==> src/hw/rtl/cossim_pkg.sv <==
`default_nettype none

package cossim_pkg;

    // field and accumulator widths
    localparam int ELEM_W  = 16;
    localparam int ACC_W   = 48;
    localparam int NORM_W  = 24;
    localparam int COS_W   = 16;

    // shared square root unit: wide radicand, one root bit per cycle
    localparam int RAD_W      = 2 * ACC_W;
    localparam int ROOT_W     = ACC_W;
    localparam int SQRT_CNT_W = $clog2(ROOT_W);

    // sum-of-squares product built from half-width partial products
    localparam int HALF_W    = ACC_W / 2;
    localparam int MUL_STEPS = 4;
    localparam int MUL_CNT_W = 3;

    // quotient needs the cosine bits plus one guard bit for the clamp
    localparam int DIV_STEPS = COS_W + 1;
    localparam int DIV_CNT_W = $clog2(DIV_STEPS);

    // output packing
    localparam int TDATA_OUT_W = COS_W + ACC_W + NORM_W;
    localparam int TUSER_OUT_W = 2;
    localparam int TDATA_IN_W  = 2 * ELEM_W;

    // controller to datapath commands
    typedef struct packed {
        logic take;
        logic sqrt_start;
        logic sqrt_sel_den;
        logic norm_load;
        logic den_load;
        logic mul_start;
        logic div_start;
        logic out_load;
    } t_dp_cmd;

    // datapath to controller status
    typedef struct packed {
        logic sqrt_busy;
        logic sqrt_done;
        logic mul_busy;
        logic div_done;
        logic out_full;
    } t_dp_sts;

endpackage

`default_nettype wire

==> src/hw/rtl/cossim_ctrl.sv <==
`default_nettype none

module cossim_ctrl (
    input  wire logic                   i_clk,
    input  wire logic                   i_rst_n,
    input  wire logic                   i_s_tvalid,
    input  wire logic                   i_s_tlast,
    output logic                        o_s_tready,
    output cossim_pkg::t_dp_cmd         o_cmd,
    input  wire cossim_pkg::t_dp_sts    i_sts
);

    typedef enum logic [8:0] {
        S_ACC       = 9'b000000001,
        S_DRAIN     = 9'b000000010,
        S_NORM      = 9'b000000100,
        S_NORM_WAIT = 9'b000001000,
        S_DEN       = 9'b000010000,
        S_DEN_WAIT  = 9'b000100000,
        S_DIV       = 9'b001000000,
        S_DIV_WAIT  = 9'b010000000,
        S_OUT       = 9'b100000000
    } t_state;

    t_state r_state;
    t_state n_state;

    // state register
    always_ff @(posedge i_clk) begin
        if (!i_rst_n) begin
            r_state <= S_ACC;
        end else begin
            r_state <= n_state;
        end
    end

    // next state and commands
    always_comb begin
        n_state    = r_state;
        o_cmd      = '0;
        o_s_tready = 1'b0;
        case (r_state)
            S_ACC: begin
                o_s_tready = 1'b1;
                o_cmd.take = i_s_tvalid;
                if (i_s_tvalid && i_s_tlast) begin
                    n_state = S_DRAIN;
                end
            end
            S_DRAIN: begin
                // last products land in the accumulators
                n_state = S_NORM;
            end
            S_NORM: begin
                o_cmd.sqrt_start = 1'b1;
                o_cmd.mul_start  = 1'b1;
                n_state          = S_NORM_WAIT;
            end
            S_NORM_WAIT: begin
                if (i_sts.sqrt_done) begin
                    o_cmd.norm_load = 1'b1;
                    n_state         = S_DEN;
                end
            end
            S_DEN: begin
                o_cmd.sqrt_sel_den = 1'b1;
                if (!i_sts.mul_busy) begin
                    o_cmd.sqrt_start = 1'b1;
                    n_state          = S_DEN_WAIT;
                end
            end
            S_DEN_WAIT: begin
                if (i_sts.sqrt_done) begin
                    o_cmd.den_load = 1'b1;
                    n_state        = S_DIV;
                end
            end
            S_DIV: begin
                o_cmd.div_start = 1'b1;
                n_state         = S_DIV_WAIT;
            end
            S_DIV_WAIT: begin
                if (i_sts.div_done) begin
                    n_state = S_OUT;
                end
            end
            S_OUT: begin
                if (!i_sts.out_full) begin
                    o_cmd.out_load = 1'b1;
                    n_state        = S_ACC;
                end
            end
            default: begin
                n_state = S_ACC;
            end
        endcase
    end

    // checks
    a_out_load_free: assert property (@(posedge i_clk) disable iff (!i_rst_n)
        o_cmd.out_load |-> !i_sts.out_full)
        else $error("result loaded over a waiting result");

    a_sqrt_idle: assert property (@(posedge i_clk) disable iff (!i_rst_n)
        o_cmd.sqrt_start |-> !i_sts.sqrt_busy)
        else $error("square root started while busy");

    a_den_after_mul: assert property (@(posedge i_clk) disable iff (!i_rst_n)
        (o_cmd.sqrt_start && o_cmd.sqrt_sel_den) |-> !i_sts.mul_busy)
        else $error("denominator root started before product done");

    a_last_stops_input: assert property (@(posedge i_clk) disable iff (!i_rst_n)
        (o_cmd.take && i_s_tlast) |=> !o_s_tready)
        else $error("input still open after last transfer");

endmodule

`default_nettype wire
==> config.mk <==
export PLATFORM = sky130hd
export DESIGN_NAME = cossim_ctrl
export DESIGN_NICKNAME = d
export VERILOG_FILES = /design/src/hw/rtl/cossim_pkg.sv /design/src/hw/rtl/cossim_ctrl.sv
export SDC_FILE = /design/constraint.sdc
export NUM_CORES = 1
export LEC_CHECK = 0
export ABC_AREA = 0
export BUFFER_PORTS_ARGS = -buffer_cell sky130_fd_sc_hd__buf_2
export CAP_MARGIN = 40
export CORE_MARGIN = 2
export CORE_UTILIZATION = 44
export CTS_CLUSTER_SIZE = 20
export DETAILED_ROUTE_END_ITERATION = 10
export GPL_TIMING_DRIVEN = 0
export PLACE_DENSITY_LB_ADDON = 0.2
export SETUP_SLACK_MARGIN = 0.15
export SLEW_MARGIN = 0
export SYNTH_ARGS = -nofsm -noshare
export SYNTH_HDL_FRONTEND = slang
export SYNTH_SLANG_ARGS = --single-unit
==> constraint.sdc <==
create_clock -name i_clk -period 1.7 [get_ports i_clk]
set_input_delay 0.085 -clock i_clk [delete_from_list [all_inputs] [get_ports i_clk]]
set_output_delay 0.085 -clock i_clk [all_outputs]
set_load 0.05 [all_outputs]
# Yosys cells after proc, flatten, opt, wreduce, memory -nomap -nowiden
# Cells that the tools add are included.
# totals
regBits	9
input_bits	9
output_inout_bits	9
word_cells	37
# op_classes
eq_ne	15
mux	19
reduce_logical	2
# ops
op	count
case mux 9 bit (9 select lines)	1
two-way mux 9 bit	6
inequality test 2 bit, second input constant	6
two-way mux 1 bit	11
equality test 9 x 1 -> 1 bit, second input constant	1
equality test 9 x 2 -> 1 bit, second input constant	1
equality test 9 x 3 -> 1 bit, second input constant	1
equality test 9 x 4 -> 1 bit, second input constant	1
equality test 9 x 5 -> 1 bit, second input constant	1
equality test 9 x 6 -> 1 bit, second input constant	1
equality test 9 x 7 -> 1 bit, second input constant	1
equality test 9 x 8 -> 1 bit, second input constant	1
equality test 9 bit, second input constant	1
AND reduction 6 bit	1
case mux 1 bit (2 select lines)	1
logical AND 1 bit	1

# Depth between registers and ports, before layout
# depth
ltp_word	3
depth_mapped	6
mapped_depth_nobuf	5

# Least setup slack after synthesis
# OpenSTA, ideal clock, no wires.
# synth_path
path_type	reg2reg
startpoint	reg r_state[2]
endpoint	reg r_state[7]
arrival_ns	2.424
setup_slack_ns	-0.793
stages_incl_launch_ff	7
cell_sequence	dfxtp_1 > clkbuf_1 > nor4_2 > nand3b_1 > nor3b_1 > nor2_1 > nor2_1
# synth_via
elab_chain_cells	3
# synth_lines
element	line	rtl
from (decl)	cossim_ctrl.sv:25	t_state r_state;
from (signal assigned)	cossim_ctrl.sv:33	r_state <= n_state;
equality test 9 x 1 -> 1 bit, or another cell as far along	cossim_ctrl.sv:42	case (r_state)
inequality test 2 bit (no source line)	-	
AND reduction 6 bit (no source line)	-	
# Several ways; a longest one is shown, not always the timed one.
# A chain may end at the register's enable or synchronous reset.

==> run_results.csv <==
group,metric,value,unit
layout,largest_reg_flops,9,
layout,final_nets,131,
sta,hold_ws,0.0506,ns
die,die-area,1720,µm²
die,start_util,0.475,
drt,drc,0,
clock_network,cts_tree,"done",
synth,syn_area,618,µm²
outcome,violations,"negative setup slack",
placement,pre_cts_slack,-0.0749,ns
layout,fill_cells,71,
die,die_x,41.5,µm
clock_network,cts.sinks,9,
power_and_ir_drop,powerDensity,1440,nW/µm²
layout,regMostFlops,"r_state",
die,die_y,41.5,µm
global_route,overflow,0,
synth,synth_top_family_by_area,"simple AND/OR/NAND/NOR gates",
setup_path,critPathMaxFanout,4,
placement,numPortBuffers,16,
global_route,use_met2,0.381,
global_route,antenna_found_initial,0,
synth,synth.area.mux_share,0,
synth,synth_cell_types,34,
layout,final-seq-area,189,µm²
sta,slew_headroom,0.719,
setup_path,max_stage_delay,0.58,ns
synth,seq_area_frac_synth,0.291,
die,ios,18,
global_route,grt_use_total,0.243,
sta,max_freq,508,MHz
sta,finalSetupViolCount,13,
synth,synth-simple-area-share,0.433,
sta,min_period,1.97,ns
clock_network,clockBufferDepth,2,
run,cap_violations,0,
sta,hold_viol,0,
die,core_area,1300,µm²
setup_path,r2r_slack,-0.23,ns
layout,multi_input_area,526,µm²
synth,syn_nets,91,
setup_path,crit_chain,"or4_4, nor3_4, and4b_2, buf_8",
layout,syn2layout_area_growth,79.1,%
global_route,grt_first_pass_wirelength,3150,µm
global_route,grt_pass1_vias,664,
sta,worstMarginPinSlew,0.420,ns
drt,via_per_inst,6.21,
setup_path,required,1.62,ns
synth,synth_top_area_cell,"dfxtp_1",
sta,skew,0.00616,ns
sta,drv_slew,0,
synth,synth_cells,82,
synth,synth_area_leaders,"dfxtp_1, nor2_1, nor3_1",
clock_network,ctsHoldBuffers,0,
sta,period_share,1.16,
placement,dp_hpwl,1160,µm
power_and_ir_drop,ir_drop,1.69,mV
global_route,busiest_layer,"met2",
drt,drtIter0Drc,30,
min_path,hp-class,"in2reg",
drt,drtAntennaViolNets,0,
layout,drive_gt1_frac,0.562,
drt,wl_per_cell,17.4,µm
setup_path,startpoint_type,"register",
setup_path,worstPathArrival,1.88,ns
setup_path,crit_buf_inv,1,
synth,synth_xor_area_frac,0.0283,
die,rows,13,
placement,globalplace.congestion,0.810,
setup_path,worstSetupPathType,"reg2out",
synth,syn_area_per_cell,7.54,µm²
layout,insertedDiodeCount,0,
synth,synth_compound_area_frac,0.200,
clock_network,cts_buffers,3,
synth,ys_ff_latch,9,
global_route,grtUsageMet1,0.328,
setup_path,cp-end-kind,"output pin",
clock_network,cts.clk_slew.worst_paths,0.07,ns
sta,rsz0062_at_grt,"true",
sta,fin_tns_setup,-2.36,ns
drt,drtPass1Iterations,4,
global_route,met3_usage,0.0522,
sta,fin_ws,-0.267,ns
setup_path,slowest_stage,"or4_4",
power_and_ir_drop,leakage,0.000460,µW
synth,yosysWarnings,0,
outcome,outcome,"finished, violations left",
drt,routed_wirelength,2370,µm
clock_network,clk_latency,0.28,ns
global_route,grt_start_max_net_pins,10,
synth,synth-adder-area-share,0,
clock_network,cts-root-buf,"clkbuf_4",
clock_network,htreeDepth,1,
layout,reg_top3,"r_state: 9 flops",
power_and_ir_drop,p_total,1600,µW
synth,netlist.area_leader.share,0.291,
drt,vias,845,
setup_path,cp_top_family,"simple AND/OR/NAND/NOR gates",
final timing paths:
| kind | endpoint | cells after the start | start |
|---|---|---|---|
| worst max-delay path | o_cmd[0] | 4 | r_state[4] |
| worst min-delay path | r_state[1] | 3 | i_rst_n |
| worst max register to register | r_state[6] | 6 | r_state[4] |
| worst min register to register | r_state[2] | 2 | r_state[2] |
synth_stat cells:
master and n:
nor2_1 11, dfxtp_1 9, nor3_1 7, nand2_1 5, o21ai_0 5, a21oi_1 4, inv_1 4, nand2b_1 3
nand3_1 3, nor3b_1 3, a21o_1 2, buf_2 2, o31ai_1 2, xor2_1 2, a211oi_1 1, a31oi_1 1
a32o_2 1, and2_1 1, and3_1 1, and3b_1 1, and4b_1 1, clkbuf_1 1, nand3b_1 1, nand4b_1 1
nor2b_1 1, nor3_4 1, nor4_1 1, nor4_2 1, nor4b_1 1, o211ai_1 1, o21a_1 1, o2bb2ai_1 1
or2b_1 1, or4_4 1
repair_timing:
| action | in CTS | in global routing |
|---|---|---|
| pin swaps | 13 | 12 |
| endpoints found under the setup margin | 14 | 17 |
| buffers inserted | 7 | 12 |
| gates resized for setup | 32 | 12 |
per-stage QoR:
stage | cells | utilization | area (µm²)
2_1_floorplan | 82 | - | 702
3_3_place_gp | 113 | 0.615 | 801
3_5_place_dp | 113 | 0.615 | 801
4_1_cts | 124 | 0.748 | 973
5_1_grt | 136 | 0.851 | 1110
6_report | 136 | 0.851 | 1110
layout make-up:
cell class | count | share of cell area
plain buffers | 3 | 0.0249
flip-flops and latches | 9 | 0.171
inverters | 4 | 0.0169
clock buffers | 4 | 0.0237
repair buffers | 35 | 0.272
well taps | 15 | 0.0169
multi-input cells | 66 | 0.475
where the power goes:
group	switching (µW)	internal, µW	leakage (µW)
combinational	574	534	0.000369
clock	94.0	91.2	0.0000150
sequential	58.5	245	0.0000757
per-layer routing:
metal,wire [µm],part of all wire,up-vias
met5,0,0,-
met4,72,0.030,0
met3,185,0.078,10
met2,1140,0.48,51
met1,964,0.41,406
li1,-,-,378
placed cells by master (no fill, tap or decap), types with 2 or more instances in the layout:
| cell type | instances |
|---|---|
| nand2_1 | 4 |
| xor2_1 | 2 |
| o21ai_0 | 4 |
| a21o_1 | 2 |
| nor3_1 | 3 |
| buf_4 | 17 |
| nor3b_1 | 2 |
| buf_6 | 9 |
| dfxtp_1 | 4 |
| nand2b_1 | 3 |
| inv_1 | 3 |
| buf_8 | 4 |
| nor2_1 | 8 |
| nor3_4 | 2 |
| nor2_4 | 2 |
| a21oi_1 | 3 |
| nor3_2 | 3 |
| clkbuf_4 | 3 |
| dfxtp_2 | 4 |
| buf_2 | 8 |
logic make-up (layout without fill, tap and decap cells):
family	count (synthesis)	in the layout
xor gates and xnor gates	2	2
AOI/OAI and AO/OA	19	19
and+or+nand+nor	45	45
buffers and inverters	7	46
DFF	9	9
worst register-to-register path, stage by stage (launching register included):
cell and delay, ns:
dfxtp_4 0.34, or4_4 0.58, nor3_4 0.25, buf_4 0.16
a32o_2 0.21, a21o_1 0.19, nor4_1 0.07
Power figures use the tool's default switching activity.
